`config.mk`:
```
export PLATFORM = sky130hd
export DESIGN_NAME = hlt_entry_ram
export DESIGN_NICKNAME = d
export VERILOG_FILES = /design/src/hw/rtl/hlt_pkg.sv /design/src/hw/rtl/hlt_entry_ram.sv
export SDC_FILE = /design/constraint.sdc
export NUM_CORES = 2
export LEC_CHECK = 0
export BUFFER_PORTS_ARGS = -buffer_cell sky130_fd_sc_hd__buf_2
export CELL_PAD_IN_SITES_DETAIL_PLACEMENT = 0
export CELL_PAD_IN_SITES_GLOBAL_PLACEMENT = 1
export CORE_MARGIN = 10
export CORE_UTILIZATION = 35
export CTS_CLUSTER_DIAMETER = 150
export DETAILED_ROUTE_END_ITERATION = 7
export HOLD_SLACK_MARGIN = 0.08
export PLACE_DENSITY_LB_ADDON = 0.2
export SLEW_MARGIN = 25
export SYNTH_ARGS = -nofsm -noshare
export SYNTH_HDL_FRONTEND = slang
export SYNTH_MEMORY_MAX_BITS = 65536
export SYNTH_SLANG_ARGS = --single-unit
```
`constraint.sdc`:
```
create_clock -name clk -period 24 [get_ports clk]
set_clock_uncertainty 0.1 [all_clocks]
set_input_delay 2.4 -clock clk [delete_from_list [all_inputs] [get_ports clk]]
set_output_delay 2.4 -clock clk [all_outputs]
set_load 0.01 [all_outputs]
```
`src/hw/rtl/hlt_pkg.sv`:
```
// ----------------------------------------------------------------------------
// hlt_pkg
// Shared types and constants for the heartbeat liveness table: item and
// result beats, the stored entry row, status codes and reset values.
// ----------------------------------------------------------------------------
package hlt_pkg;

  localparam int unsigned ENTRIES_DEF = 16;

  localparam logic [3:0] MISS_LIMIT_RST = 4'd3;
  localparam logic [3:0] MISS_SAT       = 4'd15;

  localparam logic FUNC_MSG  = 1'b0;
  localparam logic FUNC_TICK = 1'b1;

  localparam logic [2:0] ST_PARENT_CHANGED = 3'd0;
  localparam logic [2:0] ST_PARENT_SAME    = 3'd1;
  localparam logic [2:0] ST_NEW_ENTRY      = 3'd2;
  localparam logic [2:0] ST_REUSED         = 3'd3;
  localparam logic [2:0] ST_REJECTED       = 3'd4;
  localparam logic [2:0] ST_TICK           = 3'd5;

  typedef struct packed {
    logic        func;
    logic [63:0] sender_hi;
    logic [63:0] sender_lo;
    logic [63:0] parent_hi;
    logic [63:0] parent_lo;
  } hlt_in_t;

  typedef struct packed {
    logic [2:0]  status;
    logic [3:0]  slot;
    logic [15:0] alive_mask;
    logic [4:0]  client_count;
  } hlt_out_t;

  typedef struct packed {
    logic [63:0] node_hi;
    logic [63:0] node_lo;
    logic [63:0] parent_hi;
    logic [63:0] parent_lo;
    logic [3:0]  miss;
    logic        heard;
  } hlt_row_t;

endpackage

```
`src/hw/rtl/hlt_entry_ram.sv`:
```
// ----------------------------------------------------------------------------
// hlt_entry_ram
// Entry store: one write port and one read port, registered read data.
// ----------------------------------------------------------------------------
module hlt_entry_ram #(
  parameter int unsigned ENTRIES = hlt_pkg::ENTRIES_DEF,
  localparam int unsigned AW     = $clog2(ENTRIES)
) (
  input  logic             clk,
  input  logic             wr_en,
  input  logic [AW-1:0]    wr_addr,
  input  hlt_pkg::hlt_row_t wr_data,
  input  logic             rd_en,
  input  logic [AW-1:0]    rd_addr,
  output hlt_pkg::hlt_row_t rd_data
);

  hlt_pkg::hlt_row_t mem [ENTRIES];

  always_ff @(posedge clk) begin
    if (wr_en) begin
      mem[wr_addr] <= wr_data;
    end
  end

  always_ff @(posedge clk) begin
    if (rd_en) begin
      rd_data <= mem[rd_addr];
    end
  end

endmodule

```
* Yosys cells after proc, flatten, opt, wreduce, memory -nomap -nowiden *
Memories as Yosys holds them, arrays and structs flattened. A register that Yosys moved wholly into a read port is not among the register bits.
Cells that the tools add are included.

word-level totals
  flip-flop bits (word level) = 0
  memory bits (writable) = 4176
  input port bits = 272
  output and inout port bits = 261
  logic and storage cells = 3
  memories = 1

memory list
  name  depth  width  read ports  clocked after memory_dff  wr ports  line                 source
  mem   16     261    1           1                         1         hlt_entry_ram.sv:18  hlt_pkg::hlt_row_t mem [ENTRIES];

cells by class
  mux-type cells = 2

operators with widths
  cell               number
  1-bit two-way mux  2

* Logic depth before layout (Yosys ltp) *
  word-level depth = 2
  depth in mapped cells = 8
  depth with buffers taken out = 3

* Least setup slack after synthesis *
No wires, ideal clock.

  path type = input port to flip-flop
  start = in wr_addr[2]
  end = mem mem[0][0] in the netlist's numbering (enable)
  setup time = 1.207 ns
  data arrival time = 20.469 ns
  data required time = 22.693 ns
  path slack = 2.225 ns
  stages on the path = 2
  path buffers = 0
  cell sequence = or3b_2 > nor3_1

RTL lines
  element      line                 source
  from (decl)  hlt_entry_ram.sv:11  input logic [AW-1:0] wr_addr,
  to (decl)    hlt_entry_ram.sv:18

Straight into the memory's write port.

==> flow_summary.toml <==
[timing]
hold_viol_final = 0
maxSlewHeadroom_pct = 25.29
worstMarginPinSlew_ns = 1.121
slew_violations = 0
max_freq_mhz = 141.7
fin_crit_sh_pct = 29.40
min_period_ns = 7.055
setup_viol = 0
rsz0062_at_grt = "false"
setup-tns-final_ns = 0

[detailed_routing]
via_count = 75140
post_drt_wl_per_cell_um = 31.32
drtAntennaViolNets = 0
postRouteWirelength_mm = 446.3
dr.pass1.iters = 7
drt-vias-per-instance = 5.274
drt_iter0_drc = 6854
drc_errors = 0

[cts]
clock_latency_ns = 1.01
root_buffer = "clkbuf_16"
h-tree-depth = 5
cts_resized = 0
cts_hold_buf = 0
ctsLongestPathBuffers = 4
cts_tree = "yes"
clock_sinks = 4437
cts_buffers = 467
clk_pin_slew_ns = 0.06
post-cts-setup-buffers = 0

[global_route]
grt_overflow = 0
antenna_found_initial = 162
grt_max_degree = 116
grtUsageTotal_pct = 17.47
grt_pass1_vias = 80030
grt_pass1_wl_mm = 625.2

[finish]
nets = 7878
layout_commonest_cell = "edfxtp_1"
final_util_pct = 40.60
drive_gt1_share_pct = 30.75
syn_to_final_growth_pct = 15.50
layout_common_cells = "edfxtp_1 (4437), mux4_2 (990), buf_2 (527)"

[synthesis]
avgSynthCellArea_um2 = 24.25
seq_area_frac_synth_pct = 81.12
synth_area_mm2 = 0.1642
synth_nets = 7044
ys_ff_latch = 4437
synthCells = 6772
yosys.cell_types.count = 24
synth-warning-count = 0

[power]
power.total_uw = 16550
leakagePower_uw = 0.05972
p_per_area_mw_per_mm2 = 87.26
peakVddDrop_mv = 0.06853

[run]
maxCapViolCount = 0

[floorplan]
fp.dieW_um = 705.0
core_area_mm2 = 0.4673
dieHeight_um = 705.0
num_rows = 251
pin_count = 533
dieArea_mm2 = 0.4971
start_util_pct = 35.15

[min_path]
hold_path_class = "reg2reg"
whs_path_depth = 3

[critical_path]
cp_max_fo = 78
crit_path_start_kind = "input port"
critPathArrivalTime_ns = 7.69
crit_type = "in2reg"
ff2ff_path_depth = 3
end_kind = "flop"
critical_path_required_ns = 24.63

[placed_design]
gp_congestion = 0.7159
hpwlAfterDp_mm = 232.4
io_buffers = 532

[status]
outcome = "finished clean"
## power by group
| group | total, uW | leakage (uW) | internal (uW) | switching [uW] |
|---|---|---|---|---|
| Clock | 6980 | 0.00713 | 3970 | 3010 |
| Sequential | 8800 | 0.0403 | 8730 | 65.6 |
| Combinational | 775 | 0.0123 | 292 | 482 |
| Total | 16600 | 0.0597 | 13000 | 3550 |
## through the flow
stage	area (um2)	hold WS [ns]	setup WS, ns	std cells
after floorplan	164200	0.6103	2.225	6772
after CTS	189500	0.6211	16.47	14180
after global routing	189600	0.6446	16.38	14210
final	189700	0.6154	16.94	14250
after global placement	174700	0.6244	15.28	13330
after detailed placement	174800	0.6276	15.30	13330
## critical path, cell delays in order
cell and delay, ns:
buf_12 0.39, buf_4 0.80, buf_4 0.80, buf_4 0.79
buf_4 0.72, buf_4 0.58, mux4_2 0.56, a22oi_1 0.22
nand2_1 0.09
## Yosys cell counts (all sizes together)
| cell | count | area share (%) |
|---|---|---|
| nand2b | 24 | 0.091 |
| nand3b | 2 | 0.0091 |
| nand2 | 209 | 0.48 |
| buf | 218 | 0.75 |
| nor2b | 40 | 0.15 |
| mux2 | 99 | 0.68 |
| nor3 | 4 | 0.012 |
| a221oi | 20 | 0.11 |
| clkbuf | 143 | 0.33 |
| edfxtp | 4437 | 81 |
| o21ai | 25 | 0.076 |
| nand3 | 1 | 0.0030 |
| o221ai | 34 | 0.18 |
| mux2i | 38 | 0.23 |
| o22a | 9 | 0.048 |
| mux4 | 990 | 14 |
| nor2 | 15 | 0.034 |
| a22oi | 459 | 2.1 |
| or2 | 1 | 0.0038 |
| or3b | 1 | 0.0053 |
| and2 | 3 | 0.011 |
## layout make-up
class / instances / area (um2)
clock inverter: 273 / 2546
fill: 41000 / 277600
multi-input combinational: 1974 / 29400
timing repair buffer: 726 / 4453
antenna: 62 / 155.1
clock buffer: 577 / 12160
sequential: 4437 / 133200
tap: 6198 / 7755
## registers in the layout, indices dropped and copies added, names as in the netlist
| signal | count |
|---|---|
| mem | 4176 |
| rd_data | 261 |
## cells by family (layout without fill, tap and decap cells)
group,after synthesis,count (layout),share of synthesized area (%)
flops,4437,4437,81.12
compound gates,547,547,2.510
mux,1127,1127,14.49
other cells,0,62,0
buf+inv,361,1576,1.081
simple gates,300,300,0.8006
## path summary, 6_finish.rpt
path / startpoint / to / slack, ns
worst max-delay path: rd_addr[0] / rd_data[192] / 16.94
worst min register to register: mem[14][16] / rd_data[16] / 0.62
worst max register to register: mem[13][260] / rd_data[260] / 22.16
worst min-delay path: mem[14][16] / rd_data[16] / 0.62
## routing by layer
layer / vias up / global-route usage, % / routed length (um)
li1: 31010 / - / -
met1: 41140 / 22.59 / 182300
met2: 2154 / 29.69 / 223400
met3: 763 / 3.613 / 26540
met4: 64 / 5.338 / 13520
met5: - / 0 / 398
Note: power is estimated with default switching activity, not from simulation.
