## config.mk

```make
export PLATFORM = sky130hd
export DESIGN_NAME = hlt_ctrl
export DESIGN_NICKNAME = d
export VERILOG_FILES = /design/src/hw/rtl/hlt_pkg.sv /design/src/hw/rtl/hlt_ctrl.sv
export SDC_FILE = /design/constraint.sdc
export NUM_CORES = 1
export LEC_CHECK = 0
export ABC_AREA = 0
export BUFFER_PORTS_ARGS = -buffer_cell sky130_fd_sc_hd__buf_4
export CELL_PAD_IN_SITES_DETAIL_PLACEMENT = 1
export CELL_PAD_IN_SITES_GLOBAL_PLACEMENT = 1
export CORE_AREA = 4 4 322 324
export DETAILED_ROUTE_END_ITERATION = 10
export DIE_AREA = 0 0 326 328
export PLACE_DENSITY_LB_ADDON = 0.1
export SYNTH_ARGS = -nofsm -noshare
export SYNTH_HDL_FRONTEND = slang
export SYNTH_SLANG_ARGS = --single-unit
```

## constraint.sdc

```tcl
create_clock -name clk -period 8.6 [get_ports clk]
set_clock_uncertainty 0.15 [all_clocks]
set_input_delay 0.43 -clock clk [delete_from_list [all_inputs] [get_ports clk]]
set_output_delay 0.43 -clock clk [all_outputs]
set_load 0.05 [all_outputs]
```

## src/hw/rtl/hlt_pkg.sv

```systemverilog
// ----------------------------------------------------------------------------
// hlt_pkg
// Shared types and constants for the heartbeat liveness table: item and
// result beats, the stored entry row, status codes and reset values.
// ----------------------------------------------------------------------------
package hlt_pkg;

  localparam int unsigned ENTRIES_DEF = 16;

  localparam logic [3:0] MISS_LIMIT_RST = 4'd3;
  localparam logic [3:0] MISS_SAT       = 4'd15;

  localparam logic FUNC_MSG  = 1'b0;
  localparam logic FUNC_TICK = 1'b1;

  localparam logic [2:0] ST_PARENT_CHANGED = 3'd0;
  localparam logic [2:0] ST_PARENT_SAME    = 3'd1;
  localparam logic [2:0] ST_NEW_ENTRY      = 3'd2;
  localparam logic [2:0] ST_REUSED         = 3'd3;
  localparam logic [2:0] ST_REJECTED       = 3'd4;
  localparam logic [2:0] ST_TICK           = 3'd5;

  typedef struct packed {
    logic        func;
    logic [63:0] sender_hi;
    logic [63:0] sender_lo;
    logic [63:0] parent_hi;
    logic [63:0] parent_lo;
  } hlt_in_t;

  typedef struct packed {
    logic [2:0]  status;
    logic [3:0]  slot;
    logic [15:0] alive_mask;
    logic [4:0]  client_count;
  } hlt_out_t;

  typedef struct packed {
    logic [63:0] node_hi;
    logic [63:0] node_lo;
    logic [63:0] parent_hi;
    logic [63:0] parent_lo;
    logic [3:0]  miss;
    logic        heard;
  } hlt_row_t;

endpackage

```

## src/hw/rtl/hlt_ctrl.sv

```systemverilog
// ----------------------------------------------------------------------------
// hlt_ctrl
// Scan sequencer: walks the entries in use one per cycle through the entry
// store, ages them on a tick or searches for the sender on a message, then
// places an unmatched sender if a slot is free and registers the result beat.
// ----------------------------------------------------------------------------
module hlt_ctrl #(
  parameter int unsigned ENTRIES = hlt_pkg::ENTRIES_DEF,
  localparam int unsigned IW     = $clog2(ENTRIES),
  localparam int unsigned CW     = $clog2(ENTRIES + 1)
) (
  input  logic              clk,
  input  logic              rst_n,
  input  logic              start,
  output logic              busy,
  input  hlt_pkg::hlt_in_t  in_data,
  input  logic [3:0]        miss_limit,
  output logic              out_valid,
  output hlt_pkg::hlt_out_t out_data,
  output logic              rd_en,
  output logic [IW-1:0]     rd_addr,
  input  hlt_pkg::hlt_row_t rd_data,
  output logic              wr_en,
  output logic [IW-1:0]     wr_addr,
  output hlt_pkg::hlt_row_t wr_data
);

  localparam int unsigned MASK_W = (ENTRIES < 16) ? ENTRIES : 16;

  typedef enum logic [1:0] {
    S_IDLE,
    S_SCAN,
    S_DONE,
    S_RESP
  } state_t;

  state_t            state_r,     state_nxt;
  hlt_pkg::hlt_in_t  item_r,      item_nxt;
  logic [CW-1:0]     rd_idx_r,    rd_idx_nxt;
  logic              ev_vld_r,    ev_vld_nxt;
  logic [IW-1:0]     ev_idx_r,    ev_idx_nxt;
  logic              found_r,     found_nxt;
  logic              have_dead_r, have_dead_nxt;
  logic [IW-1:0]     dead_idx_r,  dead_idx_nxt;
  logic [2:0]        status_r,    status_nxt;
  logic [IW-1:0]     slot_r,      slot_nxt;
  logic [CW-1:0]     used_r,      used_nxt;
  logic [ENTRIES-1:0] alive_r,    alive_nxt;
  logic              out_valid_r, out_valid_nxt;
  hlt_pkg::hlt_out_t out_data_r,  out_data_nxt;

  hlt_pkg::hlt_row_t fill_row;
  hlt_pkg::hlt_row_t age_row;
  logic              is_tick;
  logic              match;
  logic              parent_diff;
  logic              more;
  logic [15:0]       mask;

  assign is_tick     = (item_r.func == hlt_pkg::FUNC_TICK);
  assign match       = (rd_data.node_hi == item_r.sender_hi) &&
                       (rd_data.node_lo == item_r.sender_lo);
  assign parent_diff = (rd_data.parent_hi != item_r.parent_hi) ||
                       (rd_data.parent_lo != item_r.parent_lo);
  assign more        = (rd_idx_r < used_r);

  always_comb begin
    fill_row.node_hi   = item_r.sender_hi;
    fill_row.node_lo   = item_r.sender_lo;
    fill_row.parent_hi = item_r.parent_hi;
    fill_row.parent_lo = item_r.parent_lo;
    fill_row.miss      = 4'd0;
    fill_row.heard     = 1'b1;
  end

  always_comb begin
    age_row       = rd_data;
    age_row.heard = 1'b0;
    if (!rd_data.heard && rd_data.miss != hlt_pkg::MISS_SAT) begin
      age_row.miss = rd_data.miss + 4'd1;
    end
  end

  always_comb begin
    mask = '0;
    for (int i = 0; i < MASK_W; i++) begin
      mask[i] = alive_r[i] && (CW'(i) < used_r);
    end
  end

  always_comb begin
    state_nxt     = state_r;
    item_nxt      = item_r;
    rd_idx_nxt    = rd_idx_r;
    ev_vld_nxt    = ev_vld_r;
    ev_idx_nxt    = ev_idx_r;
    found_nxt     = found_r;
    have_dead_nxt = have_dead_r;
    dead_idx_nxt  = dead_idx_r;
    status_nxt    = status_r;
    slot_nxt      = slot_r;
    used_nxt      = used_r;
    alive_nxt     = alive_r;
    out_valid_nxt = 1'b0;
    out_data_nxt  = out_data_r;
    rd_en         = 1'b0;
    rd_addr       = rd_idx_r[IW-1:0];
    wr_en         = 1'b0;
    wr_addr       = ev_idx_r;
    wr_data       = age_row;

    case (state_r)
      S_IDLE: begin
        if (start) begin
          item_nxt      = in_data;
          rd_idx_nxt    = '0;
          ev_vld_nxt    = 1'b0;
          found_nxt     = 1'b0;
          have_dead_nxt = 1'b0;
          dead_idx_nxt  = '0;
          slot_nxt      = '0;
          status_nxt    = (in_data.func == hlt_pkg::FUNC_TICK) ?
                          hlt_pkg::ST_TICK : hlt_pkg::ST_REJECTED;
          state_nxt     = S_SCAN;
        end
      end
      S_SCAN: begin
        ev_vld_nxt = 1'b0;
        if (more) begin
          rd_en      = 1'b1;
          ev_vld_nxt = 1'b1;
          ev_idx_nxt = rd_idx_r[IW-1:0];
          rd_idx_nxt = rd_idx_r + CW'(1);
        end
        if (!more) begin
          state_nxt = S_DONE;
        end
        if (ev_vld_r) begin
          if (is_tick) begin
            wr_en = 1'b1;
            if (!rd_data.heard && age_row.miss >= miss_limit) begin
              alive_nxt[ev_idx_r] = 1'b0;
            end
          end else if (match) begin
            wr_en               = 1'b1;
            wr_data             = fill_row;
            alive_nxt[ev_idx_r] = 1'b1;
            found_nxt           = 1'b1;
            slot_nxt            = ev_idx_r;
            status_nxt          = parent_diff ? hlt_pkg::ST_PARENT_CHANGED :
                                                hlt_pkg::ST_PARENT_SAME;
            rd_en               = 1'b0;
            ev_vld_nxt          = 1'b0;
            state_nxt           = S_DONE;
          end else if (!alive_r[ev_idx_r] && !have_dead_r) begin
            have_dead_nxt = 1'b1;
            dead_idx_nxt  = ev_idx_r;
          end
        end
      end
      S_DONE: begin
        wr_data = fill_row;
        if (!is_tick && !found_r) begin
          if (used_r != CW'(ENTRIES)) begin
            wr_en                        = 1'b1;
            wr_addr                      = used_r[IW-1:0];
            alive_nxt[used_r[IW-1:0]]    = 1'b1;
            slot_nxt                     = used_r[IW-1:0];
            used_nxt                     = used_r + CW'(1);
            status_nxt                   = hlt_pkg::ST_NEW_ENTRY;
          end else if (have_dead_r) begin
            wr_en                  = 1'b1;
            wr_addr                = dead_idx_r;
            alive_nxt[dead_idx_r]  = 1'b1;
            slot_nxt               = dead_idx_r;
            status_nxt             = hlt_pkg::ST_REUSED;
          end else begin
            slot_nxt   = '0;
            status_nxt = hlt_pkg::ST_REJECTED;
          end
        end
        state_nxt = S_RESP;
      end
      S_RESP: begin
        out_valid_nxt             = 1'b1;
        out_data_nxt.status       = status_r;
        out_data_nxt.slot         = 4'(slot_r);
        out_data_nxt.alive_mask   = mask;
        out_data_nxt.client_count = 5'(used_r);
        state_nxt                 = S_IDLE;
      end
      default: begin
        state_nxt = S_IDLE;
      end
    endcase
  end

  always_ff @(posedge clk) begin
    if (!rst_n) begin
      state_r     <= S_IDLE;
      ev_vld_r    <= 1'b0;
      used_r      <= '0;
      alive_r     <= '0;
      out_valid_r <= 1'b0;
    end else begin
      state_r     <= state_nxt;
      ev_vld_r    <= ev_vld_nxt;
      used_r      <= used_nxt;
      alive_r     <= alive_nxt;
      out_valid_r <= out_valid_nxt;
    end
    item_r      <= item_nxt;
    rd_idx_r    <= rd_idx_nxt;
    ev_idx_r    <= ev_idx_nxt;
    found_r     <= found_nxt;
    have_dead_r <= have_dead_nxt;
    dead_idx_r  <= dead_idx_nxt;
    status_r    <= status_nxt;
    slot_r      <= slot_nxt;
    out_data_r  <= out_data_nxt;
  end

  assign busy      = (state_r != S_IDLE);
  assign out_valid = out_valid_r;
  assign out_data  = out_data_r;

`ifndef SYNTHESIS
  a_strobe_one: assert property (@(posedge clk) disable iff (!rst_n)
    out_valid_r |=> !out_valid_r)
    else $error("result strobe held longer than one cycle");

  a_used_bound: assert property (@(posedge clk) disable iff (!rst_n)
    used_r <= CW'(ENTRIES))
    else $error("entry count beyond table size");

  a_accept_busy: assert property (@(posedge clk) disable iff (!rst_n)
    (start && !busy) |=> busy)
    else $error("accepted beat did not raise busy");

  a_no_rw_clash: assert property (@(posedge clk) disable iff (!rst_n)
    (rd_en && wr_en) |-> (rd_addr != wr_addr))
    else $error("read and write of the same entry in one cycle");

  a_strobe_idle: assert property (@(posedge clk) disable iff (!rst_n)
    out_valid_r |-> !busy)
    else $error("result strobe while scan in progress");
`endif

endmodule

```

======== Word level (Yosys, flattened, before mapping) ========
Cells that the tools add are included.
Widths: inputs -> output; s select.
cells by class
  bitwise logic cells ..................... 5
  mux-type cells .......................... 81
  equality and inequality tests ........... 20
  magnitude comparators ................... 24
  $add $sub $neg .......................... 3
  reduce and logical (&&, ||, !) cells .... 44
operators by type and width
  operator             count
  $mux 261             3
  $pmux 261 s2         1
  $eq 64x64->1         2
  $ne 64x64->1         2
  $mux 16              7
  $mux 4               16
  $or 16x16->16        3
  $lt 4x5->1 const A   8
  $pmux 16 s2          1
  $mux 1               26
  $logic_and 1x1->1    24
  $mux 3               7
  $lt 3x5->1 const A   4
  $reduce_and 6->1     3
  $and 16x16->16       1
  $ne 2x2->1 const B   8
  $not 16->16          1
  $lt 4x5->1 const B   3
  $demux 1 s4          3
  $ge 4x1->1 const B   3
  $pmux 4 s3           1
  $add 5x1->5 const B  2
  $lt 1x5->1 const A   2
  $lt 2x5->1 const A   2
  24 further kinds     44
storage, ports and cells
  flip-flop bits (word level) ............. 332
  logic and storage cells ................. 198
  input bits .............................. 525

======== Depth between registers and ports, before layout ========
  depth in word-level cells ............... 10
  depth in mapped cells ................... 13

======== Worst setup path before layout ========
OpenSTA, ideal clock, no wires.
  kind .................................... reg2reg
  from .................................... register state_r[0]
  to ...................................... register item_r, in the netlist fill_row[100], enable pin
  slack ................................... 1319 ps
  arrival time ............................ 6480 ps
  buffers on the path ..................... 0
  stages on the path, launching flop included .. 4
  required time ........................... 7799 ps
  path through ............................ dfxtp_1 -> inv_1 -> ha_1 -> and2_1
between the ends
  longest elaborated chain between the ends .. 2
RTL lines
  what                               line             text
  from (decl)                        hlt_ctrl.sv:37   state_t state_r, state_nxt;
  from (signal assigned)             hlt_ctrl.sv:206  state_r <= state_nxt;
  $logic_not 2->1                    hlt_ctrl.sv:112  case (state_r)
  $reduce_and 2->1 (no source line)  n/a
  to (signal assigned)               hlt_ctrl.sv:212  item_r <= item_nxt;
  to (decl)                          hlt_ctrl.sv:38   hlt_pkg::hlt_in_t item_r, item_nxt;
Every way passes these cells.
A chain may end at the register's enable or synchronous reset.

==> key figures <==
Placed design
  – Port Buffers: 825
  – Placer Congestion: roughly 0.87
  – Post-DP HPWL: 92.8 mm
  – Pre-CTS WS: about 3.2 ns

Clock network
  – Clock transition at the registers of the reported paths: approximately 0.06 ns
  – Inserted Clock Buffers: 47
  – Clk sinks: roughly 330
  – Worst-skew pair later-pin latency: roughly 0.6 ns
  – H-tree levels: 2
  – CTS root buf: clkbuf_16
  – Max Root-Sink Buffers: 3
  – Setup bufs post-CTS: 0
  – CTS tree: built

Synthesis
  – Mean Syn Cell Area: ~13 um^2
  – Leading area contributor after synthesis: edfxtp_1
  – Synth top area share: 0.521
  – Asr flop ratio synth: 0
  – Mapped Cells: roughly 1400
  – Syn. warnings: 0
  – Synthesis-stage register bit count: approximately 330
  – Mapped cell area: 17700 um^2
  – Top post-synthesis cells by area: edfxtp_1, a22o_1, xor2_1, dfxtp_1, xnor2_1
  – Register area share after synthesis: 0.550
  – Synth unique cells: 57
  – Post-Syn Nets: between 1500 and 2000
  – Number of enable flip-flop cells after synthesis: about 310
  – Top_reg_cell synth: edfxtp_1

Critical path
  – CP endpoint kind: output pin
  – Arr. time, crit path: around 5.4 ns
  – Reg-to-reg slack, setup: roughly 4.3 ns
  – Crit path launch type: flip-flop
  – Critical path origin: fill_row[135]
  – Req. time, crit path: between 8 and 9 ns
  – Crit path kind: flip-flop to output pin
  – R2r startpoint: fill_row[135]
  – Worst Path Max Fanout: about 170

Timing
  – Final min period: 5.93 ns
  – Max transition margin: 0.211
  – Final Max Slew Viols: 0
  – Max Fclk: about 170 MHz
  – Final setup viols: 0
  – Worst-margin pin slew: approximately 1.2 ns
  – Final WS setup: 2.67 ns
  – Setup_tns: 0 ns
  – Final Cycle Share: 0.690
  – Hold Vio Cnt, Final: 0
  – RSZ-0062 raised after global routing: no

Detailed routing
  – DR vias/cell: roughly 4.4
  – Post-route ant nets: 0
  – Pre-antenna DRT Iters: 5
  – Iter 0 DRT Violations: roughly 960
  – Final WL: 113 mm
  – Vias: approximately 17000
  – Avg WL per Cell: 29.1 um
  – DR DRC count: 0

Hold path
  – Hold WC Path Type: input pin to flip-flop
  – Min-delay src: rst_n

Floorplan
  – Core ar.: approximately 100000 um^2
  – Die width: between 300 and 400 um
  – # IOs: 826
  – Chip height: ~330 um
  – Die footprint: approximately 110000 um^2
  – Placement Rows: 117
  – Initial Util: 0.175

Pwr
  – Peak supply drop: about 0.00035 V
  – Static leakage: 11.8 nW
  – Pwr Density: between 300 and 400 nW/um^2

Final layout
  – Final design utilization: 0.291
  – Share of layout cells above drive strength 1: 0.371
  – Final Net Count: around 3000
  – Filler cells: between 10000 and 15000
  – Layout area overhead: 66.4%

Global routing
  – First-pass GRT wire length: between 150 and 200 mm
  – GRT Resource Usage Total: 0.203
  – Largest net degree at the start of global routing: between 150 and 200
  – Number of global-route vias before repair: between 15000 and 20000
  – Initial antenna violation count: between 50 and 60
  – Global route overflow: 0

Flow run
  – Max cap viols: 0

Outcome
  – Status: complete, no violations
## final timing paths
| check | depth (start not counted) | endpoint |
|---|---|---|
| min | 2 | state_r[0] |
| max | 9 | wr_data[234] |
| min reg2reg | 0 | out_data[24] |
| max reg2reg | 6 | slot_r[0] |
## cells in the mapped netlist (all sizes together) (8+ instances only)
cell       n
xor2     164
nand2     47
a22o     258
a31oi     11
o21ai     27
edfxtp   307
buf       62
nand2b    11
xnor2     46
dfxtp     25
nand3     14
nor4      51
and2      12
a21boi    12
clkbuf    31
a211oi     8
nand4     29
a311oi    16
inv       66
o22ai     19
mux2i     16
a2111oi    8
nor3      11
a21oi     26
nor2      27
nor2b     30
ha        19
## placed cells by master, fill, tap and decap left out, types with 5 or more instances in the layout
master / synthesis / final
inv_1: 66 / 66
nor2_1: 27 / 27
nand3_1: 13 / 13
a211o_1: 6 / 6
nor3_1: 11 / 11
a21o_1: 6 / 5
clkinv_1: 1 / 12
a2111oi_0: 8 / 7
xor2_1: 164 / 164
dfxtp_1: 25 / 25
a21oi_1: 26 / 25
a22o_1: 258 / 258
a31oi_1: 11 / 11
nor2b_1: 30 / 30
a21boi_0: 11 / 11
nor4_1: 49 / 49
a211oi_1: 8 / 8
ha_1: 19 / 19
xnor2_1: 46 / 46
nand4_1: 29 / 29
a311oi_1: 16 / 16
diode_2: 0 / 39
nand2b_1: 11 / 11
o21ai_0: 27 / 27
dlygate4sd3_1: 0 / 257
a221oi_1: 6 / 6
bufinv_16: 0 / 8
o22ai_1: 19 / 19
buf_4: 4 / 836
clkinv_2: 0 / 12
nand2_1: 47 / 47
clkbuf_16: 0 / 47
edfxtp_1: 307 / 307
mux2i_1: 16 / 16
and2_1: 12 / 11
mux4_2: 5 / 5
## layer usage
| layer | routed length [um] | GRT usage | up-vias |
|---|---|---|---|
| li1 | - | - | 7672 |
| met1 | 43200 | 0.225 | 8545 |
| met2 | 57200 | 0.358 | 647 |
| met3 | 7380 | 0.0595 | 199 |
| met4 | 5410 | 0.0959 | 24 |
| met5 | 252 | 0.00770 | - |
## sequential cells by signal, summed over array words and instances (netlist names), 3 cells and up, named ones only
signal / count
out_data: 28
ev_idx_r: 4
fill_row: 256
slot_r: 4
used_r: 5
dead_idx_r: 4
status_r: 3
rd_idx_r: 5
## cell type report
| cell class | count | area (um^2) | area share |
|---|---|---|---|
| antenna | 39 | 97.6 | 0.00332 |
| inverter | 67 | 251 | 0.00855 |
| clock buffer | 50 | 1190 | 0.0404 |
| timing repair buffer | 1097 | 8930 | 0.303 |
| sequential | 332 | 9720 | 0.330 |
| clock inverter | 35 | 373 | 0.0127 |
| multi-input combinational | 918 | 7160 | 0.243 |
| tap | 1368 | 1710 | 0.0582 |
## worst max-delay path, cell delays in order (launching register included)
cell      delay [ns]
edfxtp_1        0.47
xor2_1          0.21
nor4_1          0.91
nand4_1         0.34
nor4_4          0.57
nand3_2         0.21
a21o_4          0.60
buf_12          0.40
a22o_1          0.48
buf_4           0.19
## what timing repair did
item	4_1_cts	5_1_grt
hold buffers	257	0
resized for setup	0	0
hold endpoints to repair	257	0
## stage by stage
| step | instances | cell area, um^2 | total power [mW] | hold WS [ns] |
|---|---|---|---|---|
| after floorplan | 1410 | 17700 | 6.70 | 0.250 |
| after global placement | 3525 | 25200 | 8.74 | 0.266 |
| after detailed placement | 3525 | 25200 | 8.73 | 0.262 |
| after CTS | 3867 | 29300 | 11.0 | 0.0711 |
| after global routing | 3896 | 29400 | 11.3 | 0.102 |
| final | 3906 | 29400 | 10.8 | 0.126 |
## report_power, final
group	switching [mW]	total, mW	internal, mW
logic	4.27	6.11	1.83
clock network	0.823	2.06	1.23
registers	0.374	2.67	2.29
total	5.47	10.8	5.36
## cell families after synthesis
kind of cell             after synthesis  synth area share
adder cells (fa/ha/maj)               19            0.0134
AND/OR/NAND/NOR                      241            0.0755
buffers and inverters                160            0.0473
multiplexers                          22            0.0161
XOR/XNOR                             210             0.104
AO/OA/AOI/OAI                        426             0.194
flip-flops                           332             0.550
Power figures use the tool's default switching activity.
